$ cat config.mk
export PLATFORM = sky130hd
export DESIGN_NAME = bpfa_cfg
export DESIGN_NICKNAME = d
export VERILOG_FILES = /design/src/rtl/bpfa_pkg.sv /design/src/rtl/bpfa_cfg.sv
export SDC_FILE = /design/constraint.sdc
export NUM_CORES = 1
export LEC_CHECK = 0
export ABC_AREA = 1
export BUFFER_PORTS_ARGS = -buffer_cell sky130_fd_sc_hd__buf_2
export CAP_MARGIN = 20
export CORE_AREA = 2 2 73 75
export CTS_CLUSTER_SIZE = 14
export DETAILED_ROUTE_END_ITERATION = 8
export DIE_AREA = 0 0 75 77
export HOLD_SLACK_MARGIN = 0.02
export MAX_ROUTING_LAYER = met4
export PLACE_DENSITY = 0.75
export SETUP_SLACK_MARGIN = 0.05
export SLEW_MARGIN = 20
export SYNTH_ARGS = -nofsm -noshare
export SYNTH_HDL_FRONTEND = slang
export SYNTH_SLANG_ARGS = --single-unit
$ cat constraint.sdc
create_clock -name clk_i -period 1.1 [get_ports clk_i]
set_clock_uncertainty 0.2 [all_clocks]
set_input_delay 0.11 -clock clk_i [delete_from_list [all_inputs] [get_ports clk_i]]
set_output_delay 0.11 -clock clk_i [all_outputs]
set_load 0.05 [all_outputs]
$ cat src/rtl/bpfa_pkg.sv
// Shared types, codes and constants for the bitmap page-frame allocator.
`default_nettype none

package bpfa_pkg;

  // Field widths fixed by the interface
  localparam int FrameW = 24;
  localparam int CountW = 13;

  // Bitmap row organization: one memory word holds this many frames
  localparam int WordBits = 64;
  localparam int BitIdxW  = 6;

  // Counter ceiling and reset count
  localparam logic [CountW-1:0] AvailMax      = 13'h1FFF;
  localparam logic [CountW-1:0] FrameCountRst = 13'd4096;

  typedef enum logic [1:0] {
    ACT_ALLOC      = 2'd0,
    ACT_ALLOC_KERN = 2'd1,
    ACT_FREE       = 2'd2,
    ACT_QUERY      = 2'd3
  } action_e;

  typedef enum logic [1:0] {
    STAT_OK           = 2'd0,
    STAT_NO_FREE      = 2'd1,
    STAT_OUT_OF_RANGE = 2'd2
  } status_e;

  typedef enum logic [1:0] {
    CAND_OK           = 2'd0,
    CAND_OUT_OF_RANGE = 2'd1,
    CAND_KERNEL       = 2'd2
  } cand_e;

  // Register index, taken from paddr[2]
  typedef enum logic {
    REG_BASE_FRAME  = 1'b0,
    REG_FRAME_COUNT = 1'b1
  } reg_e;

  typedef enum logic [2:0] {
    ST_CLEAR,
    ST_IDLE,
    ST_CHECK,
    ST_READ,
    ST_EVAL,
    ST_DONE
  } state_e;

  // Configuration handed from the register block to the engine
  typedef struct packed {
    logic [FrameW-1:0] base_frame;
    logic [CountW-1:0] frame_count;
    logic              count_wr;
    logic [CountW-1:0] count_wdata;
  } cfg_t;

endpackage

`default_nettype wire

$ cat src/rtl/bpfa_cfg.sv
// APB-style configuration registers: base frame and frame count.
`default_nettype none

module bpfa_cfg (
  input  wire logic        clk_i,
  input  wire logic        rst_ni,
  input  wire logic        psel,
  input  wire logic        penable,
  input  wire logic        pwrite,
  input  wire logic [2:0]  paddr,
  input  wire logic [31:0] pwdata,
  output logic [31:0]      prdata,
  output logic             pready,
  output bpfa_pkg::cfg_t   cfg_o
);

  logic [bpfa_pkg::FrameW-1:0] base_q, base_d;
  logic [bpfa_pkg::CountW-1:0] count_q, count_d;
  logic                        wr_en;
  bpfa_pkg::reg_e              reg_sel;

  assign pready  = 1'b1;
  assign wr_en   = psel & penable & pwrite;
  assign reg_sel = bpfa_pkg::reg_e'(paddr[2]);

  // Register write decode
  always_comb begin
    base_d  = base_q;
    count_d = count_q;
    if (wr_en) begin
      unique case (reg_sel)
        bpfa_pkg::REG_BASE_FRAME:  base_d  = pwdata[bpfa_pkg::FrameW-1:0];
        bpfa_pkg::REG_FRAME_COUNT: count_d = pwdata[bpfa_pkg::CountW-1:0];
        default: ;
      endcase
    end
  end

  always_ff @(posedge clk_i or negedge rst_ni) begin
    if (!rst_ni) begin
      base_q  <= '0;
      count_q <= bpfa_pkg::FrameCountRst;
    end else begin
      base_q  <= base_d;
      count_q <= count_d;
    end
  end

  // Read mux
  always_comb begin
    unique case (reg_sel)
      bpfa_pkg::REG_BASE_FRAME:  prdata = 32'(base_q);
      bpfa_pkg::REG_FRAME_COUNT: prdata = 32'(count_q);
      default:                   prdata = '0;
    endcase
  end

  assign cfg_o.base_frame  = base_q;
  assign cfg_o.frame_count = count_q;
  assign cfg_o.count_wr    = wr_en && (reg_sel == bpfa_pkg::REG_FRAME_COUNT);
  assign cfg_o.count_wdata = pwdata[bpfa_pkg::CountW-1:0];

endmodule

`default_nettype wire

# Word-level counts from Yosys, hierarchy flattened
# Cells that the tools add are included.
[totals]
word_cells = 9
out_inout_bits = 84
register_bits = 37
in_bits = 40
[op_classes]
bitwise_logic = 3
n_reduce_logical = 3
mux = 1
[op_table]
columns = ["op", "n"]
rows = [
  ["$pmux W32 S2", 1],
  ["$reduce_and A2 Y1", 2],
  ["$and A1 B1 Y1", 2],
  ["$logic_and A1 B1 Y1", 1],
  ["$not A1 Y1", 1],
]

# Depth between registers and ports, before layout
# Gate-level depths: netlist of the first run.
[depth]
word_depth = 3
ltp_mapped = 5
depth_no_buf = 4

# Least setup slack after synthesis of the first run
# No wires, ideal clock.
[synth_path]
kind = "reg-to-output"
start = "reg base_q[13] (netlist bit)"
end = "out prdata[13]"
t_arrival_ns = 1.357
slack_ns = -0.567
path_stages_with_launch = 3
path_buffers = 0
t_required_ns = 0.790
path_cell_list = "dfrtp_1 > inv_1 > nor2_1"
[synth_via]
elab_chain_cells = 1
[synth_lines]
columns = ["element", "line", "text"]
rows = [
  ["start, declared", "bpfa_cfg.sv:17", "logic [bpfa_pkg::FrameW-1:0] base_q, base_d;"],
  ["start signal, assigned", "bpfa_cfg.sv:44", "base_q <= base_d;"],
  ["$pmux W32 S2", "bpfa_cfg.sv:51", "unique case (reg_sel)"],
  ["end, declared", "bpfa_cfg.sv:12", "output logic [31:0] prdata,"],
]
# Every way passes these cells. The select of a mux whose other input is x is not followed.

# Final worst setup path of the first run
[layout_path]
start = "reg count_q[12] (netlist bit)"
end = "out cfg_o[26] (netlist bit)"
[layout_rtl]
columns = ["element", "line", "text"]
rows = [
  ["start, declared", "bpfa_cfg.sv:18", "logic [bpfa_pkg::CountW-1:0] count_q, count_d;"],
  ["start signal, assigned", "bpfa_cfg.sv:42", "count_q <= bpfa_pkg::FrameCountRst;"],
  ["start signal, assigned", "bpfa_cfg.sv:45", "count_q <= count_d;"],
  ["end, declared", "bpfa_cfg.sv:14", "output bpfa_pkg::cfg_t cfg_o"],
]
# No word-level cell between the ends.

==> metrics.txt, run 1 <==
# TYPE chip_impl_metric gauge
chip_impl_metric{name="layout.nets",unit=""} 439
chip_impl_metric{name="maximum_root_to_sink_buffer_count",unit=""} 2
chip_impl_metric{name="remaining_overflow_grt",unit=""} 0
chip_impl_metric{name="number_of_warnings_issued_by_yosys",unit=""} 0
chip_impl_metric{name="final_critical_path_setup_slack",unit="ps"} -304
chip_impl_metric{name="floorplan.rows",unit=""} 26
chip_impl_info{name="endpoint_of_the_most_critical_register_to_register_path",value="base_q[20]"} 1
chip_impl_metric{name="numPortBuffers",unit=""} 104
chip_impl_metric{name="cts_htree_levels",unit=""} 2
chip_impl_metric{name="ios",unit=""} 124
chip_impl_metric{name="tmin_final",unit="ps"} 1400
chip_impl_metric{name="r2r_setup_slk",unit="ps"} 0
chip_impl_metric{name="worst-endpoint-required",unit="ps"} 790
chip_impl_info{name="rsz0062_at_grt",value="yes"} 1
chip_impl_metric{name="timing.critical_path.arrival",unit="ps"} 1090
chip_impl_metric{name="leakage_power_of_the_design",unit="µW"} 0.00188
chip_impl_metric{name="clock_latency",unit="ps"} 290
chip_impl_metric{name="number_of_buffers_created_by_cts",unit=""} 5
chip_impl_metric{name="synth_seq_cells",unit=""} 37
chip_impl_info{name="crit_type",value="reg -> out"} 1
chip_impl_info{name="hold_path.class",value="in -> async"} 1
chip_impl_info{name="regToRegStartpoint",value="base_q[20]"} 1
chip_impl_info{name="category_of_the_worst_setup_path_launch_point",value="register"} 1
chip_impl_metric{name="postSynthAreaPerCell",unit="µm²"} 7.62
chip_impl_metric{name="fmaxAchievable",unit="MHz"} 712
chip_impl_metric{name="cpPeakStageDelay",unit="ps"} 550
chip_impl_metric{name="final_layout_size_suffix_gt1_share",unit="%"} 62.3
chip_impl_metric{name="vias_in_the_first_global_route",unit=""} 2175
chip_impl_metric{name="post_synth_instance_area",unit="µm²"} 1930
chip_impl_metric{name="drt_pre_antenna_iters",unit=""} 4
chip_impl_metric{name="yosysSeqAreaShare",unit="%"} 47.9
chip_impl_info{name="tritoncts",value="built"} 1
chip_impl_metric{name="place.gp.congestion",unit=""} 0.818
chip_impl_metric{name="final_util",unit="%"} 75.3
chip_impl_metric{name="grt_max_degree",unit=""} 28
chip_impl_info{name="clock-root-buffer",value="sky130_fd_sc_hd__clkbuf_8"} 1
chip_impl_metric{name="area.growth.synth_to_final",unit="%"} 93.9
chip_impl_metric{name="die_w",unit="µm"} 75
chip_impl_metric{name="fin_crit_sh",unit="%"} 128
chip_impl_metric{name="total_power_divided_by_cell_area",unit="nW/µm²"} 1760
chip_impl_info{name="run_status",value="finished with violations"} 1
chip_impl_metric{name="timing.max_cap.violations",unit=""} 0
chip_impl_metric{name="hpwlAfterDp",unit="mm"} 4.03
chip_impl_metric{name="preCtsSetupSlack",unit="ps"} -194
chip_impl_metric{name="drt_drc_violations_left",unit=""} 0
chip_impl_metric{name="dr_wl_met2",unit="mm"} 3.70
chip_impl_metric{name="antenna_violating_nets_left",unit=""} 0
chip_impl_metric{name="fillCellCount",unit=""} 328
chip_impl_metric{name="routed_wl",unit="mm"} 6.72
chip_impl_metric{name="core_area",unit="µm²"} 4980
chip_impl_metric{name="routedWlPerCell",unit="µm"} 14.3
chip_impl_info{name="layout_common_cells",value="sky130_fd_sc_hd__nand2_1 (74), sky130_fd_sc_hd__buf_6 (54), sky130_fd_sc_hd__buf_2 (42)"} 1
chip_impl_info{name="route.top_layer_used",value="met4"} 1
chip_impl_metric{name="critical_path.max_fanout",unit=""} 3
chip_impl_metric{name="final-hold-violation-count",unit=""} 0
chip_impl_metric{name="clock_sinks",unit=""} 37
chip_impl_metric{name="vdd_ir_drop_max",unit="µV"} 1010
chip_impl_metric{name="num_vias",unit=""} 2204
chip_impl_metric{name="initial_core_utilization",unit="%"} 38.9
chip_impl_metric{name="synth_cell_types",unit=""} 15
chip_impl_metric{name="met3WireLength",unit="µm"} 347
chip_impl_metric{name="grt_antenna_before_repair",unit=""} 1
chip_impl_metric{name="grt_first_pass_wirelength",unit="mm"} 10.4
chip_impl_metric{name="first_iter_violations",unit=""} 124
chip_impl_info{name="most_common_library_cell_in_the_layout_ignoring_fill_and_taps",value="sky130_fd_sc_hd__nand2_1"} 1
chip_impl_metric{name="ff_to_ff_path_depth",unit=""} 4
chip_impl_metric{name="chipHeight",unit="µm"} 77
chip_impl_metric{name="timing.critical_path.buf_inv",unit=""} 1
chip_impl_info{name="worst_path_max_delay_cell",value="sky130_fd_sc_hd__dfstp_2"} 1
chip_impl_info{name="violated_checks",value="negative setup slack"} 1
chip_impl_metric{name="finalSetupViolations",unit=""} 62
chip_impl_info{name="crit_family",value="flip-flops"} 1
chip_impl_metric{name="global_route.usage.total",unit="%"} 24.3
chip_impl_metric{name="finalMaxSlewViolations",unit=""} 0
chip_impl_metric{name="cts.clk_slew.worst_paths",unit="ps"} 70
chip_impl_metric{name="met1Wirelength",unit="mm"} 2.41
chip_impl_metric{name="die_area",unit="µm²"} 5780
chip_impl_metric{name="via_per_inst",unit=""} 4.68
chip_impl_metric{name="netlist_instances",unit=""} 254
chip_impl_info{name="cp-end-kind",value="output port"} 1
chip_impl_info{name="ordered_cell_list_for_the_critical_path",value="buf_2"} 1
==> worst max path at each step <==
stage,from,endpoint,cells after the start
6_report,count_q[12],cfg_o[26],1
5_1_grt,count_q[12],cfg_o[26],1
4_1_cts,count_q[12],prdata[12],3
3_5_place_dp,paddr[2],prdata[14],5
3_3_place_gp,paddr[2],prdata[14],5
2_1_floorplan,count_q[12],prdata[12],2
==> cell type report <==
class | instances | area [µm²] | area share [%]
antenna | 1 | 2.50 | 0.0667
timing repair buffer | 167 | 1590 | 42.3
multi-input combinational | 174 | 965 | 25.7
sequential | 37 | 972 | 25.9
inverter | 14 | 56.3 | 1.50
tap | 70 | 87.6 | 2.34
clock buffer | 8 | 80.1 | 2.14
==> cells by family (layout without fill, tap and decap cells) <==
kind of cell	count (synthesis)	in the layout	share of synthesized area [%]
buf+inv	50	189	16.2
flops	37	37	47.9
other cells	2	10	0.388
simple gates	165	165	35.4
==> Yosys cell counts, drive strengths merged <==
library cell,count,share of area [%]
dfstp,1,1.4
nand3,37,9.8
nor2,12,2.7
nand4,2,0.65
inv,14,2.7
buf,36,14
nand2,114,22
dfrtp,36,47
conb,2,0.39
==> flip-flops by register name, indices dropped and copies added (netlist names) <==
signal / count
count_q: 13
base_q: 24
==> power by group <==
group          internal, µW  switching (µW)
Clock                   450             458
Combinational          1370            2330
Sequential             1670             301
==> per-stage QoR <==
stage / cells / TNS, ps / hold slack [ps] / area, µm² / power, µW
final: 471 / -8680 / 15.2 / 3750 / 6590
after global routing: 471 / -10650 / 35.5 / 3750 / 6890
after CTS: 458 / -8550 / -11.8 / 3570 / 6360
after detailed placement: 422 / -6610 / -201 / 2820 / 4770
after global placement: 422 / -5600 / -200 / 2820 / 4720
after floorplan: 261 / -1110 / -386 / 2260 / 4150
==> metal layers <==
layer / vias to the layer above / global-route usage, %
li1: 1040 / -
met1: 1039 / 26.6
met2: 103 / 42.1
met3: 22 / 4.20
met4: 0 / 10.5
met5: - / -
==> timing repair <==
item                                    CTS  global route
setup buffers                             3            11
resized for setup                       128            22
endpoints found under the hold margin    74             1
endpoints found under the setup margin   62            62
pin swaps                                18            14
hold buffers                             25             1
Power figures use the tool's default switching activity.
==> inputs of run 2 (changes only) <==
Settings changed: ABC_AREA 1 to 0, CORE_AREA 2 2 73 75 to 2 2 56 97, CTS_CLUSTER_DIAMETER set to 50, DIE_AREA 0 0 75 77 to 0 0 58 99, PLACE_DENSITY 0.75 to 0.74.
==> run 2 against run 1 <==
  * The run ends with negative hold slack, negative setup slack left
  * Non-clock buffer count shrank 9
  * Final cell count shrank 30%
  * Register-to-register slack lost 100 ps
  * Utilization grew 1.3 points
  * Largest cell class unchanged
==> metrics.txt, run 2 <==
# TYPE chip_impl_metric gauge
chip_impl_info{name="run_status",value="finished with violations"} 1
chip_impl_info{name="violated_checks",value="negative hold slack, negative setup slack"} 1
chip_impl_info{name="category_of_the_worst_setup_path_launch_point",value="register"} 1
chip_impl_metric{name="chipHeight",unit="µm"} 99
chip_impl_metric{name="num_vias",unit=""} 1572
chip_impl_info{name="worst_path_max_delay_cell",value="sky130_fd_sc_hd__dfrtp_2"} 1
chip_impl_metric{name="initial_core_utilization",unit="%"} 38.4
chip_impl_metric{name="largest_reg_flops",unit=""} 24
chip_impl_metric{name="final_critical_path_setup_slack",unit="ps"} -362
chip_impl_metric{name="routed_wl",unit="mm"} 6.36
chip_impl_metric{name="ios",unit=""} 124
chip_impl_metric{name="finalMaxSlewViolations",unit=""} 0
chip_impl_metric{name="via_per_inst",unit=""} 4.76
chip_impl_metric{name="area.growth.synth_to_final",unit="%"} 99.5
chip_impl_info{name="synth_common_cells",value="sky130_fd_sc_hd__dfrtp_1 (36), sky130_fd_sc_hd__mux2_2 (30), sky130_fd_sc_hd__buf_4 (22)"} 1
chip_impl_metric{name="total_power_divided_by_cell_area",unit="nW/µm²"} 2110
chip_impl_metric{name="routedWlPerCell",unit="µm"} 19.3
chip_impl_metric{name="die_w",unit="µm"} 58
chip_impl_metric{name="finalHoldWorstSlack",unit="ps"} -112
chip_impl_metric{name="cpPeakStageDelay",unit="ps"} 430
chip_impl_metric{name="cts.clk_slew.worst_paths",unit="ps"} 80
chip_impl_metric{name="clock_sinks",unit=""} 37
chip_impl_info{name="reg_top3",value="base_q x24, count_q x13"} 1
chip_impl_metric{name="tmin_final",unit="ps"} 1460
chip_impl_metric{name="maximum_root_to_sink_buffer_count",unit=""} 2
chip_impl_info{name="most_common_library_cell_in_the_layout_ignoring_fill_and_taps",value="sky130_fd_sc_hd__buf_6"} 1
chip_impl_metric{name="place.gp.congestion",unit=""} 0.756
chip_impl_metric{name="postSynthAreaPerCell",unit="µm²"} 14.5
chip_impl_metric{name="clock_latency",unit="ps"} 280
chip_impl_info{name="rsz0062_at_grt",value="yes"} 1
chip_impl_info{name="synthDominantAreaCellType",value="sky130_fd_sc_hd__dfrtp_1"} 1
chip_impl_metric{name="ff_to_ff_path_depth",unit=""} 3
chip_impl_metric{name="hold-path-cell-count",unit=""} 2
chip_impl_metric{name="grt_max_degree",unit=""} 38
chip_impl_metric{name="vias_in_the_first_global_route",unit=""} 1770
chip_impl_info{name="regMostFlops",value="base_q"} 1
chip_impl_metric{name="worst-endpoint-required",unit="ps"} 790
chip_impl_metric{name="timing.max_cap.violations",unit=""} 0
chip_impl_info{name="tritoncts",value="built"} 1
chip_impl_metric{name="finish.instance_area",unit="µm²"} 3780
chip_impl_metric{name="r2r_setup_slk",unit="ps"} -100
chip_impl_metric{name="final_layout_size_suffix_gt1_share",unit="%"} 91.7
chip_impl_metric{name="layout.nets",unit=""} 315
chip_impl_metric{name="antenna_violating_nets_left",unit=""} 0
chip_impl_info{name="synthFlopType",value="sky130_fd_sc_hd__dfrtp_1"} 1
chip_impl_info{name="layout_common_cells",value="sky130_fd_sc_hd__buf_6 (67), sky130_fd_sc_hd__mux2_4 (48), sky130_fd_sc_hd__buf_2 (40)"} 1
chip_impl_metric{name="cts_htree_levels",unit=""} 2
chip_impl_metric{name="synthArstFlopShare",unit="%"} 100
chip_impl_info{name="synth.area.top_cells",value="sky130_fd_sc_hd__dfrtp_1 (48%), sky130_fd_sc_hd__mux2_2 (18%), sky130_fd_sc_hd__mux2_4 (16%)"} 1
chip_impl_info{name="synth.most_common_cell",value="sky130_fd_sc_hd__dfrtp_1"} 1
chip_impl_metric{name="final-hold-violation-count",unit=""} 27
chip_impl_metric{name="post_synth_instance_area",unit="µm²"} 1890
chip_impl_metric{name="hpwlAfterDp",unit="mm"} 3.55
chip_impl_metric{name="global_route.usage.total",unit="%"} 22.1
chip_impl_metric{name="number_of_warnings_issued_by_yosys",unit=""} 0
chip_impl_info{name="crit_type",value="reg -> out"} 1
chip_impl_metric{name="critical_path.max_fanout",unit=""} 3
chip_impl_metric{name="timing.critical_path.buf_inv",unit=""} 1
chip_impl_metric{name="synth-edff-count",unit=""} 0
chip_impl_metric{name="netlist_instances",unit=""} 131
chip_impl_metric{name="fin_crit_sh",unit="%"} 133
chip_impl_metric{name="numPortBuffers",unit=""} 104
chip_impl_info{name="endpoint_of_the_most_critical_register_to_register_path",value="count_q[4]"} 1
chip_impl_metric{name="yosysSeqAreaShare",unit="%"} 48.9
chip_impl_metric{name="detailed_place.area",unit="µm²"} 2830
chip_impl_metric{name="drt_pre_antenna_iters",unit=""} 4
chip_impl_metric{name="fmaxAchievable",unit="MHz"} 684
chip_impl_metric{name="synth_seq_cells",unit=""} 37
chip_impl_info{name="cp-end-kind",value="output port"} 1
chip_impl_metric{name="vdd_ir_drop_max",unit="µV"} 1590
chip_impl_metric{name="core_area",unit="µm²"} 4930
chip_impl_metric{name="floorplan.rows",unit=""} 34
chip_impl_metric{name="drt_drc_violations_left",unit=""} 0
chip_impl_info{name="ordered_cell_list_for_the_critical_path",value="mux2_4 > buf_6"} 1
chip_impl_info{name="hold_path.class",value="in -> reg"} 1
chip_impl_metric{name="remaining_overflow_grt",unit=""} 0
chip_impl_info{name="crit_family",value="flip-flops"} 1
chip_impl_metric{name="die_area",unit="µm²"} 5740
chip_impl_metric{name="first_iter_violations",unit=""} 24
chip_impl_metric{name="grt_first_pass_wirelength",unit="mm"} 9.25
chip_impl_info{name="critPathLaunch",value="base_q[0]"} 1
chip_impl_metric{name="yosys_top_cell_area_share",unit="%"} 47.6
chip_impl_metric{name="timing.critical_path.arrival",unit="ps"} 1150
chip_impl_metric{name="synth_cell_types",unit=""} 13
chip_impl_metric{name="number_of_buffers_created_by_cts",unit=""} 5
chip_impl_info{name="regToRegStartpoint",value="count_q[4]"} 1
chip_impl_info{name="clock-root-buffer",value="sky130_fd_sc_hd__clkbuf_8"} 1
chip_impl_info{name="whs_endpoint",value="base_q[4]"} 1
chip_impl_metric{name="finalSetupViolations",unit=""} 76
chip_impl_info{name="holdCritStartpoint",value="pwdata[4]"} 1
chip_impl_metric{name="leakage_power_of_the_design",unit="µW"} 0.00195
chip_impl_metric{name="grt_antenna_before_repair",unit=""} 0
chip_impl_metric{name="insertedDiodeCount",unit=""} 0
run 2: area by class of cell:
type                            instances  area [µm²]
Timing Repair Buffer                  158        1670
Fill cell                             266        1150
Multi-Input combinational cell         72         973
Sequential cell                        37         971
Clock buffer                            8        90.1
Tap cell                               54        67.6
Inverter                                1        7.51
run 2: worst register-to-register path, cell delays in order, from the launching register on:
cell and delay, ps:
sky130_fd_sc_hd__dfrtp_2 420, sky130_fd_sc_hd__buf_6 130, sky130_fd_sc_hd__buf_6 100, sky130_fd_sc_hd__mux2_4 240
run 2: timing repair:
action	CTS	global route
setup endpoints to repair	80	91
hold buffers	11	1
setup buffers	5	24
gates resized for setup	165	38
endpoints found under the hold margin	74	28
run 2: cell families after synthesis:
logic type | share of synthesized area [%]
other | 0.396
AND/OR/NAND/NOR | 5.55
flip-flops | 48.9
buffers and inverters | 11.4
multiplexers | 33.7
run 2: layer usage:
metal  wire length [µm]  part of all wire, %  up-vias  global-route usage [%]
li1                   -                    -      698                       -
met1               2330                   37      775                    25.1
met3                337                  5.3        6                    3.81
met5                  0                    0        -                       -
met2               3620                   57       93                    39.2
met4                 70                  1.1        0                    5.55
run 2: worst max-delay path by stage:
stage                 end  slack [ps]  depth (start not counted)
6_report        prdata[0]        -360                          2
5_1_grt         prdata[0]        -400                          2
4_1_cts         prdata[3]        -350                          2
3_5_place_dp   base_q[13]        -220                          4
3_3_place_gp   prdata[12]        -180                          4
2_1_floorplan  prdata[12]        -190                          1
run 2: through the flow:
step / TNS (ps) / setup slack, ps / utilization (%) / total power, µW / cells
after floorplan: -6100 / -188 / - / 4710 / 138
after global placement: -9470 / -179 / 57.4 / 5530 / 297
after detailed placement: -10820 / -220 / 57.4 / 5590 / 297
after CTS: -11850 / -353 / 73.4 / 7650 / 321
after global routing: -14570 / -399 / 76.6 / 8230 / 330
final: -12430 / -362 / 76.6 / 7960 / 330
run 2: report_power, final:
| group | internal [µW] | switching, µW |
|---|---|---|
| Sequential | 1720 | 310 |
| Clock | 511 | 453 |
| Combinational | 2310 | 2660 |
